<file path="config.mk">
export PLATFORM = sky130hd
export DESIGN_NAME = masked_byte_pattern_search_unit
export DESIGN_NICKNAME = d
export VERILOG_FILES = /design/src/rtl/mbps_pkg.sv /design/src/rtl/mbps_regs.sv /design/src/rtl/mbps_cell.sv /design/src/rtl/masked_byte_pattern_search_unit.sv
export VERILOG_INCLUDE_DIRS = /design/src /design/src/rtl
export SDC_FILE = /design/constraint.sdc
export NUM_CORES = 2
export LEC_CHECK = 0
export BUFFER_PORTS_ARGS = -buffer_cell sky130_fd_sc_hd__buf_2
export CAP_MARGIN = 20
export CORE_AREA = 2 2 244 246
export DETAILED_ROUTE_END_ITERATION = 7
export DIE_AREA = 0 0 246 248
export PLACE_DENSITY = 0.69
export SLEW_MARGIN = 20
export SYNTH_ARGS = -nofsm -noshare
export SYNTH_HDL_FRONTEND = slang
export SYNTH_SLANG_ARGS = --single-unit
</file>
<file path="constraint.sdc">
create_clock -name clock -period 9.6 [get_ports clock]
set_input_delay 1.92 -clock clock [delete_from_list [all_inputs] [get_ports clock]]
set_output_delay 1.92 -clock clock [all_outputs]
set_load 0.02 [all_outputs]
</file>
<file path="src/rtl/assert_macros.svh">
// assertion macros shared by the scan rtl
`ifndef ASSERT_MACROS_SVH
`define ASSERT_MACROS_SVH

// same-cycle implication, checked outside reset
`define ASSERT_IMPL(lbl, clk, rst, ante, cons, msg) \
   lbl: assert property (@(posedge clk) disable iff (rst) (ante) |-> (cons)) else $error(msg);

// next-cycle implication, checked outside reset
`define ASSERT_NEXT(lbl, clk, rst, ante, cons, msg) \
   lbl: assert property (@(posedge clk) disable iff (rst) (ante) |=> (cons)) else $error(msg);

`endif

</file>
<file path="src/rtl/mbps_pkg.sv">
// package with shared constants, register codes and types of the byte pattern scan
package mbps_pkg;

   localparam int MAX_PATTERN_DEFAULT    = 16;
   localparam int POSITION_WIDTH_DEFAULT = 32;
   localparam int PATTERN_BYTES          = 16;
   localparam int LEN_WIDTH              = 5;
   localparam int STRIDE_WIDTH           = 8;
   localparam int ADDR_WIDTH             = 48;
   localparam int CSR_DATA_WIDTH         = 64;
   localparam int CSR_ADDR_WIDTH         = 6;

   typedef enum logic [2:0] {
      REG_PATTERN_LOW    = 3'd0,
      REG_PATTERN_HIGH   = 3'd1,
      REG_WILDCARD_MASK  = 3'd2,
      REG_PAT_LEN        = 3'd3,
      REG_STRIDE         = 3'd4,
      REG_BASE_ADDRESS   = 3'd5
   } reg_index_type;

   typedef struct packed {
      logic [8*PATTERN_BYTES-1:0] pattern;
      logic [PATTERN_BYTES-1:0]   wildcard_mask;
      logic [LEN_WIDTH-1:0]       pat_len;
      logic [STRIDE_WIDTH-1:0]    stride;
      logic [ADDR_WIDTH-1:0]      base_address;
   } cfg_type;

   typedef struct packed {
      logic                 shift;
      logic                 clear;
      logic [LEN_WIDTH-1:0] used_len;
   } cell_ctrl_type;

endpackage

</file>
<file path="src/rtl/mbps_regs.sv">
// configuration register file behind the apb-style port
module mbps_regs (
   input  logic                                 clock,
   input  logic                                 reset,
   input  logic                                 csr_psel,
   input  logic                                 csr_penable,
   input  logic                                 csr_pwrite,
   input  logic [mbps_pkg::CSR_ADDR_WIDTH-1:0]  csr_paddr,
   input  logic [mbps_pkg::CSR_DATA_WIDTH-1:0]  csr_pwdata,
   output logic [mbps_pkg::CSR_DATA_WIDTH-1:0]  csr_prdata,
   output mbps_pkg::cfg_type                    cfg
);

   logic [63:0]                           pattern_low_ff, pattern_low_in;
   logic [63:0]                           pattern_high_ff, pattern_high_in;
   logic [mbps_pkg::PATTERN_BYTES-1:0]    wildcard_ff, wildcard_in;
   logic [mbps_pkg::LEN_WIDTH-1:0]        length_ff, length_in;
   logic [mbps_pkg::STRIDE_WIDTH-1:0]     stride_ff, stride_in;
   logic [mbps_pkg::ADDR_WIDTH-1:0]       base_ff, base_in;
   logic                                  wr_en;
   mbps_pkg::reg_index_type               reg_sel;

   assign wr_en   = csr_psel & csr_penable & csr_pwrite;
   assign reg_sel = mbps_pkg::reg_index_type'(csr_paddr[5:3]);

   always_comb begin
      pattern_low_in  = pattern_low_ff;
      pattern_high_in = pattern_high_ff;
      wildcard_in     = wildcard_ff;
      length_in       = length_ff;
      stride_in       = stride_ff;
      base_in         = base_ff;
      csr_prdata      = '0;
      unique case (reg_sel)
         mbps_pkg::REG_PATTERN_LOW: begin
            csr_prdata = pattern_low_ff;
            if (wr_en) pattern_low_in = csr_pwdata;
         end
         mbps_pkg::REG_PATTERN_HIGH: begin
            csr_prdata = pattern_high_ff;
            if (wr_en) pattern_high_in = csr_pwdata;
         end
         mbps_pkg::REG_WILDCARD_MASK: begin
            csr_prdata = mbps_pkg::CSR_DATA_WIDTH'(wildcard_ff);
            if (wr_en) wildcard_in = csr_pwdata[mbps_pkg::PATTERN_BYTES-1:0];
         end
         mbps_pkg::REG_PAT_LEN: begin
            csr_prdata = mbps_pkg::CSR_DATA_WIDTH'(length_ff);
            if (wr_en) length_in = csr_pwdata[mbps_pkg::LEN_WIDTH-1:0];
         end
         mbps_pkg::REG_STRIDE: begin
            csr_prdata = mbps_pkg::CSR_DATA_WIDTH'(stride_ff);
            if (wr_en) stride_in = csr_pwdata[mbps_pkg::STRIDE_WIDTH-1:0];
         end
         mbps_pkg::REG_BASE_ADDRESS: begin
            csr_prdata = mbps_pkg::CSR_DATA_WIDTH'(base_ff);
            if (wr_en) base_in = csr_pwdata[mbps_pkg::ADDR_WIDTH-1:0];
         end
         default: begin
            csr_prdata = '0;
         end
      endcase
   end

   always_ff @(posedge clock) begin
      if (reset) begin
         pattern_low_ff  <= '0;
         pattern_high_ff <= '0;
         wildcard_ff     <= '0;
         length_ff       <= mbps_pkg::LEN_WIDTH'(1);
         stride_ff       <= mbps_pkg::STRIDE_WIDTH'(1);
         base_ff         <= '0;
      end else begin
         pattern_low_ff  <= pattern_low_in;
         pattern_high_ff <= pattern_high_in;
         wildcard_ff     <= wildcard_in;
         length_ff       <= length_in;
         stride_ff       <= stride_in;
         base_ff         <= base_in;
      end
   end

   assign cfg.pattern        = {pattern_high_ff, pattern_low_ff};
   assign cfg.wildcard_mask  = wildcard_ff;
   assign cfg.pat_len        = length_ff;
   assign cfg.stride         = stride_ff;
   assign cfg.base_address   = base_ff;

endmodule

</file>
<file path="src/rtl/mbps_cell.sv">
// one window cell: holds a byte and its start flag, compares the incoming byte
`include "assert_macros.svh"

module mbps_cell #(
   parameter int INDEX = 0
) (
   input  logic                                    clock,
   input  logic                                    reset,
   input  mbps_pkg::cell_ctrl_type                 ctrl,
   input  logic [8*mbps_pkg::PATTERN_BYTES-1:0]    pattern,
   input  logic [mbps_pkg::PATTERN_BYTES-1:0]      wildcard_mask,
   input  logic [7:0]                              byte_in,
   input  logic                                    elig_in,
   output logic [7:0]                              byte_out,
   output logic                                    elig_out,
   output logic                                    hit
);

   logic [7:0]                       byte_ff, byte_next_in;
   logic                             elig_ff, elig_next_in;
   logic                             active;
   logic [mbps_pkg::LEN_WIDTH-1:0]   pat_pos;
   logic [3:0]                       pat_idx;
   logic [7:0]                       pat_byte;

   // this cell sees pattern byte used_len-1-INDEX once the new word is shifted in
   assign active   = mbps_pkg::LEN_WIDTH'(INDEX) < ctrl.used_len;
   assign pat_pos  = ctrl.used_len - mbps_pkg::LEN_WIDTH'(1) - mbps_pkg::LEN_WIDTH'(INDEX);
   assign pat_idx  = pat_pos[3:0];
   assign pat_byte = pattern[pat_idx*8 +: 8];
   assign hit      = !active || wildcard_mask[pat_idx] || (byte_in == pat_byte);

   always_comb begin
      byte_next_in = byte_ff;
      elig_next_in = elig_ff;
      if (ctrl.clear) begin
         byte_next_in = '0;
         elig_next_in = 1'b0;
      end else if (ctrl.shift) begin
         byte_next_in = byte_in;
         elig_next_in = elig_in;
      end
   end

   always_ff @(posedge clock) begin
      if (reset) begin
         byte_ff <= '0;
         elig_ff <= 1'b0;
      end else begin
         byte_ff <= byte_next_in;
         elig_ff <= elig_next_in;
      end
   end

   assign byte_out = byte_ff;
   assign elig_out = elig_ff;

   `ASSERT_NEXT(a_clear_drops_flag, clock, reset, ctrl.clear, !elig_ff, "cell start flag survived a clear")

endmodule

</file>
<file path="src/rtl/masked_byte_pattern_search_unit.sv">
// masked byte pattern scan: one data byte per cycle through a chain of window cells
// latency: the result word is registered and appears in the cycle after the last byte is taken
// throughput: one byte per cycle while no result word is held; every cell compares its byte in parallel
// a pending result stalls input only while rsp_tready is low and holds the output register
// reset (synchronous) clears scan state and returns all registers but result found/address to reset values
`include "assert_macros.svh"

module masked_byte_pattern_search_unit #(
   parameter int MAX_PATTERN    = mbps_pkg::MAX_PATTERN_DEFAULT,
   parameter int POSITION_WIDTH = mbps_pkg::POSITION_WIDTH_DEFAULT
) (
   input  logic                                 clock,
   input  logic                                 reset,
   // req_tdata: data_byte[7:0]
   input  logic [7:0]                           req_tdata,
   input  logic                                 req_tlast,
   input  logic                                 req_tvalid,
   output logic                                 req_tready,
   // rsp_tdata: found[0], match_address[48:1], zero pad[55:49]
   output logic [55:0]                          rsp_tdata,
   output logic                                 rsp_tvalid,
   input  logic                                 rsp_tready,
   input  logic                                 csr_psel,
   input  logic                                 csr_penable,
   input  logic                                 csr_pwrite,
   input  logic [mbps_pkg::CSR_ADDR_WIDTH-1:0]  csr_paddr,
   input  logic [mbps_pkg::CSR_DATA_WIDTH-1:0]  csr_pwdata,
   output logic [mbps_pkg::CSR_DATA_WIDTH-1:0]  csr_prdata,
   output logic                                 csr_pready
);

   localparam int CELL_COUNT = (MAX_PATTERN < mbps_pkg::PATTERN_BYTES) ?
                               MAX_PATTERN : mbps_pkg::PATTERN_BYTES;
   localparam int IDX_W      = (CELL_COUNT > 1) ? $clog2(CELL_COUNT) : 1;
   localparam int AW         = mbps_pkg::ADDR_WIDTH;

   mbps_pkg::cfg_type                  cfg;
   mbps_pkg::cell_ctrl_type            ctrl;

   logic                               accept, last_accept;
   logic [mbps_pkg::LEN_WIDTH-1:0]     used_len;
   logic [IDX_W-1:0]                   sel_idx;
   logic [7:0]                         byte_chain [0:CELL_COUNT-1];
   logic                               elig_chain [0:CELL_COUNT-1];
   logic [CELL_COUNT-1:0]              hit;
   logic                               window_hit;

   logic [mbps_pkg::STRIDE_WIDTH-1:0]  phase_ff, phase_in;
   logic [mbps_pkg::STRIDE_WIDTH-1:0]  eff_stride;
   logic [mbps_pkg::STRIDE_WIDTH:0]    phase_inc;
   logic [POSITION_WIDTH-1:0]          pos_ff, pos_in;
   logic [POSITION_WIDTH-1:0]          cur_offset;
   logic                               match_seen_ff, match_seen_in;
   logic [POSITION_WIDTH-1:0]          first_off_ff, first_off_in;

   logic                               found;
   logic [POSITION_WIDTH-1:0]          res_offset;
   logic                               rsp_valid_ff, rsp_valid_in;
   logic                               rsp_found_ff, rsp_found_in;
   logic [AW-1:0]                      rsp_addr_ff, rsp_addr_in;

   mbps_regs u_regs (
      .clock       (clock),
      .reset       (reset),
      .csr_psel    (csr_psel),
      .csr_penable (csr_penable),
      .csr_pwrite  (csr_pwrite),
      .csr_paddr   (csr_paddr),
      .csr_pwdata  (csr_pwdata),
      .csr_prdata  (csr_prdata),
      .cfg         (cfg)
   );

   assign csr_pready = 1'b1;

   // length zero reads as one, longer than the chain saturates
   always_comb begin
      used_len = cfg.pat_len;
      if (used_len == '0) begin
         used_len = mbps_pkg::LEN_WIDTH'(1);
      end else if (used_len > mbps_pkg::LEN_WIDTH'(CELL_COUNT)) begin
         used_len = mbps_pkg::LEN_WIDTH'(CELL_COUNT);
      end
   end

   assign req_tready  = !rsp_valid_ff || rsp_tready;
   assign accept      = req_tvalid && req_tready;
   assign last_accept = accept && req_tlast;

   assign ctrl.shift    = accept;
   assign ctrl.clear    = last_accept;
   assign ctrl.used_len = used_len;

   assign byte_chain[0] = req_tdata;
   assign elig_chain[0] = (phase_ff == '0);

   for (genvar k = 0; k < CELL_COUNT; k++) begin : g_cell
      if (k < CELL_COUNT - 1) begin : g_mid
         mbps_cell #(.INDEX(k)) u_cell (
            .clock         (clock),
            .reset         (reset),
            .ctrl          (ctrl),
            .pattern       (cfg.pattern),
            .wildcard_mask (cfg.wildcard_mask),
            .byte_in       (byte_chain[k]),
            .elig_in       (elig_chain[k]),
            .byte_out      (byte_chain[k+1]),
            .elig_out      (elig_chain[k+1]),
            .hit           (hit[k])
         );
      end else begin : g_end
         mbps_cell #(.INDEX(k)) u_cell (
            .clock         (clock),
            .reset         (reset),
            .ctrl          (ctrl),
            .pattern       (cfg.pattern),
            .wildcard_mask (cfg.wildcard_mask),
            .byte_in       (byte_chain[k]),
            .elig_in       (elig_chain[k]),
            .byte_out      (),
            .elig_out      (),
            .hit           (hit[k])
         );
      end
   end

   // window start flag sits in the cell at used_len-1 after the shift
   assign sel_idx    = IDX_W'(used_len - mbps_pkg::LEN_WIDTH'(1));
   assign window_hit = elig_chain[sel_idx] && (&hit);

   assign eff_stride = (cfg.stride == '0) ? mbps_pkg::STRIDE_WIDTH'(1) : cfg.stride;
   assign phase_inc  = {1'b0, phase_ff} + (mbps_pkg::STRIDE_WIDTH+1)'(1);
   assign cur_offset = pos_ff - POSITION_WIDTH'(used_len - mbps_pkg::LEN_WIDTH'(1));

   assign found      = match_seen_ff || window_hit;
   assign res_offset = match_seen_ff ? first_off_ff : cur_offset;

   always_comb begin
      phase_in      = phase_ff;
      pos_in        = pos_ff;
      match_seen_in = match_seen_ff;
      first_off_in  = first_off_ff;
      rsp_valid_in  = rsp_valid_ff;
      rsp_found_in  = rsp_found_ff;
      rsp_addr_in   = rsp_addr_ff;
      if (rsp_tready) begin
         rsp_valid_in = 1'b0;
      end
      if (last_accept) begin
         phase_in      = '0;
         pos_in        = '0;
         match_seen_in = 1'b0;
         first_off_in  = '0;
         rsp_valid_in  = 1'b1;
         rsp_found_in  = found;
         rsp_addr_in   = found ? (cfg.base_address + AW'(res_offset)) : '0;
      end else if (accept) begin
         phase_in = (phase_inc >= {1'b0, eff_stride}) ? '0 :
                    phase_inc[mbps_pkg::STRIDE_WIDTH-1:0];
         pos_in   = pos_ff + POSITION_WIDTH'(1);
         if (!match_seen_ff && window_hit) begin
            match_seen_in = 1'b1;
            first_off_in  = cur_offset;
         end
      end
   end

   always_ff @(posedge clock) begin
      rsp_found_ff <= rsp_found_in;
      rsp_addr_ff  <= rsp_addr_in;
      if (reset) begin
         phase_ff      <= '0;
         pos_ff        <= '0;
         match_seen_ff <= 1'b0;
         first_off_ff  <= '0;
         rsp_valid_ff  <= 1'b0;
      end else begin
         phase_ff      <= phase_in;
         pos_ff        <= pos_in;
         match_seen_ff <= match_seen_in;
         first_off_ff  <= first_off_in;
         rsp_valid_ff  <= rsp_valid_in;
      end
   end

   assign rsp_tvalid = rsp_valid_ff;
   assign rsp_tdata  = {7'b0, rsp_addr_ff, rsp_found_ff};

   `ASSERT_IMPL(a_stall_blocks_input, clock, reset, rsp_valid_ff && !rsp_tready, !req_tready, "input taken while result word is held")
   `ASSERT_IMPL(a_no_match_zero_addr, clock, reset, rsp_valid_ff && !rsp_found_ff, rsp_addr_ff == '0, "address set on a miss")
   `ASSERT_NEXT(a_region_end_clears, clock, reset, last_accept, pos_ff == '0 && !match_seen_ff && phase_ff == '0, "scan state not cleared after last word")
   `ASSERT_NEXT(a_last_gives_result, clock, reset, last_accept, rsp_valid_ff, "no result word after last word")

endmodule
</file>
==> reports/summary.txt <==
# nets final: 4,010
Initial DRC count: 3,669
Cell depth of the worst flop-to-flop path: 28
Largest net degree at the start of global routing: 113
Quantity of hold-fixing buffers added after cts: 0
I/O pin count: 209
Top cell type's share of synthesized area: 26.1%
Sum of negative setup slack: 0 ns
Largest cells by area after synthesis: dfxtp_1 (26%), mux4_2 (12%), nand2_1 (11%)
Avg WL per Cell: 24.0 um
Fraction of the mapped netlist area in simple logic gates: 19.1%
Post-synth EDFFs: 49
Net switching power: 0.00120 W
Initial Utilization: 54.4%
Synth area leader: dfxtp_1
Total Routing Usage GR: 35.7%
Post-Syn Instances: 3,811
Worst hold path class: reg2reg
Dominant synthesized flop cell: dfxtp_1
Internal power of the cells: 0.00333 W
Proportion of synthesized flip-flops having asynchronous set or reset: 0%
Total length of routed wires: 112 mm
Number of buffers and inverters on the critical path: 2
Number of CTS-inserted buffers: 51
Post-CTS setup buffer count: 0
Row cnt: 89
Leakage: 13.0 nW
PostCTS Resize Cnt: 0
Via count of the first global-routing pass: 26,400
Detailed-route DRC error count: 0
Arrival time at the worst endpoint: 8.31 ns
Post-route clock skew: 0.0409 ns
Startpoint kind of the worst setup timing path: flop
Switching Share: 26.5%
Initial DRT Pass Iterations: 6
Worst EP required: 9.96 ns
Hold path depth: 2
Crit Reg-Reg Startpoint: u_regs.length_ff[4]
Maximum achievable frequency: 126 MHz
Least-Margin Pin Slew: 1.26 ns
Worst Path Class, Setup: reg2reg
Power per standard cell area: 130 nW/um2
Clock Tree Buf Depth: 3
Kind of cell adding the most delay to the critical path: compound AO/OA/AOI/OAI gates
DR vias/cell: 6.39
Worst-Skew Late Latency: 0.63 ns
Die extent in x: 246 um
Share of synthesized cell area in full adder, half adder and majority cells: 3.58%
Final critical-path required period: 7.95 ns
Portion of the post-synthesis area used by sequential elements: 30.7%
Maximum ir drop on the vdd rail: 0.000140 V
Kind of end point of the critical path: flop
Share of the synthesized netlist area taken by xor and xnor gates: 6.47%
Relative slew slack: 16.1%
Final max-slew violation count: 0
Total gr overflow: 0
Residual antenna-violating net count after detailed routing: 0
Largest incremental delay on the critical path: 0.86 ns
CTS H-Tree Depth: 2
Core area: 58,500 um2
Number of violations of the max-capacitance limit: 0
Clock-pin slew on the worst setup and hold paths: 0.06 ns
Library cells used by synthesis: 82
Number of buffers added on ports: 197
Unrepaired setup endpoints after global routing: false
Number of antenna violations at the first check in global routing: 7
Hold Vio Cnt, Final: 0
Clock tree from TritonCTS: done
Final setup viols: 0
HPWL Detailed: 82.3 mm
Global-route wire length before repair: 165 mm
Part of the total power dissipated in sequential elements: 44.0%
Register-to-register setup slack: 1.65 ns
Slowest cell on crit path: or4_1
CTS sink count: 463
Logic pwr share: 10.7%
Count of state elements after synthesis: 463
Worst min-delay path startpoint: first_off_ff[27]
Syn_area_per_cell: 8.35 um2
Full die area: 61,000 um2
Clock share of power: 45.3%
Post-synthesis mux area share: 20.4%
Share of post-route cells with drive strength above 1: 14.0%
Die extent in y: 248 um
Layout-stage area growth over the synthesis result: 9.55%
Share of the synthesized area in compound gates (AO/OA/AOI/OAI): 15.3%
Combinational family with the most area after synthesis: multiplexers
Capture instance of the worst register-to-register path: rsp_addr_ff[47]
Highest fanout seen on the critical path: 35
Via total after detailed routing: 29,700
Clock tree root driver cell: clkbuf_16
Warnings, synthesis: 0
Hold Path Sink: first_off_ff[27]
Status: finished, final reports clean
Total chip power: 0.00453 W
GPL Wtd Cong: 1.05
Final period utilization: 82.8%
Post-Synthesis Cell Area: 31,800 um2
==> through the flow <==
stage	hold WS [ns]	utilization (%)	setup slack, ns	cells	cell area (um2)
after detailed placement	0.446	56.6	1.84	4555	33100
final	0.453	59.6	1.65	4652	34800
after global routing	0.472	59.6	1.18	4651	34800
after global placement	0.436	56.6	1.86	4555	33100
after CTS	0.454	59.6	1.83	4649	34800
after floorplan	0.428	-	1.71	3817	31800
==> final cells by class <==
| cell class | instances | area, um2 |
|---|---|---|
| Fill cell | 5331 | 23600 |
| Multi-Input combinational cell | 3008 | 20700 |
| Sequential cell | 463 | 9760 |
| Clock buffer | 83 | 1560 |
| Timing Repair Buffer | 248 | 1380 |
| Tap cell | 773 | 967 |
| Inverter | 63 | 244 |
| Clock inverter | 11 | 179 |
| Antenna cell | 3 | 7.51 |
==> power groups by stage <==
stage / sequential (W) / clock (W) / combinational (W)
after global routing: 0.00199 / 0.00214 / 0.000515
after CTS: 0.00199 / 0.00206 / 0.000474
after global placement: 0.00203 / 0 / 0.000468
after detailed placement: 0.00203 / 0 / 0.000471
after floorplan: 0.00204 / 0 / 0.000318
final: 0.00199 / 0.00205 / 0.000483
==> worst min-delay path, cell delays in order (launching register included) <==
cell     delay (ns)
dfxtp_1        0.30
nand2_1        0.05
mux2i_1        0.05
==> sequential cells by signal, indices dropped and copies added, names as in the netlist <==
register / count
u_regs.base_ff: 48
match_seen_ff: 1
pos_ff: 32
rsp_tvalid: 1
u_regs.stride_ff: 8
u_regs.wildcard_ff: 16
rsp_addr_ff: 48
g_cell.g_mid.u_cell.elig_out: 15
u_regs.pattern_high_ff: 64
rsp_found_ff: 1
first_off_ff: 32
phase_ff: 8
u_regs.length_ff: 5
u_regs.pattern_low_ff: 64
g_cell.g_mid.u_cell.byte_out: 120
==> logic make-up after synthesis <==
family	count (synthesis)
compound gates	816
xor+xnor	235
fa+ha+maj	90
buf+inv	346
flops	463
mux	440
other cells	2
simple gates	1419
==> cell usage in the layout (no fill, tap or decap), types with 19 or more instances in the layout <==
master / netlist / final
and3_1: 53 / 52
nor3_1: 24 / 23
clkbuf_16: 0 / 54
xnor2_1: 122 / 118
a31oi_1: 40 / 40
xor2_1: 113 / 113
edfxtp_1: 49 / 49
a21oi_1: 450 / 449
nor2_1: 215 / 214
o21ai_0: 75 / 75
mux4_2: 164 / 164
clkbuf_1: 210 / 19
dfxtp_1: 414 / 412
nor2b_1: 20 / 19
buf_2: 18 / 196
nand2b_1: 31 / 30
nand3_1: 53 / 53
a21o_1: 28 / 28
a211oi_1: 31 / 31
ha_1: 87 / 86
nand4_1: 31 / 31
inv_1: 58 / 56
a22oi_1: 33 / 33
mux2i_1: 261 / 261
nand2_1: 908 / 905
buf_4: 14 / 51
==> synth_stat cells, types with 33 or more instances <==
cell type,number
a21oi_1,450
a22oi_1,33
nor2_1,215
o21ai_0,75
nand2_1,908
a31oi_1,40
ha_1,87
nand3_1,53
xnor2_1,122
edfxtp_1,49
and3_1,53
xor2_1,113
clkbuf_1,210
mux4_2,164
mux2i_1,261
dfxtp_1,414
inv_1,58
buf_1,34
==> layer usage <==
| metal | global-route usage, % | routed length, um |
|---|---|---|
| met1 | 47.7 | 44300 |
| met4 | 16.2 | 5610 |
| met3 | 11.0 | 14200 |
| met5 | 0 | 70 |
| met2 | 52.8 | 47600 |
==> worst max path at each step <==
| stage | from | endpoint | slack, ns | cells after the start |
|---|---|---|---|---|
| 2_1_floorplan | u_regs.length_ff[1] | rsp_addr_ff[42] | 1.71 | 34 |
| 5_1_grt | u_regs.length_ff[4] | rsp_addr_ff[41] | 1.18 | 30 |
| 3_5_place_dp | u_regs.length_ff[4] | rsp_addr_ff[47] | 1.84 | 28 |
| 3_3_place_gp | u_regs.length_ff[4] | rsp_addr_ff[42] | 1.86 | 30 |
| 6_report | u_regs.length_ff[4] | rsp_addr_ff[47] | 1.65 | 28 |
| 4_1_cts | u_regs.length_ff[4] | rsp_addr_ff[47] | 1.83 | 28 |
(Power assumes the default switching activity.)
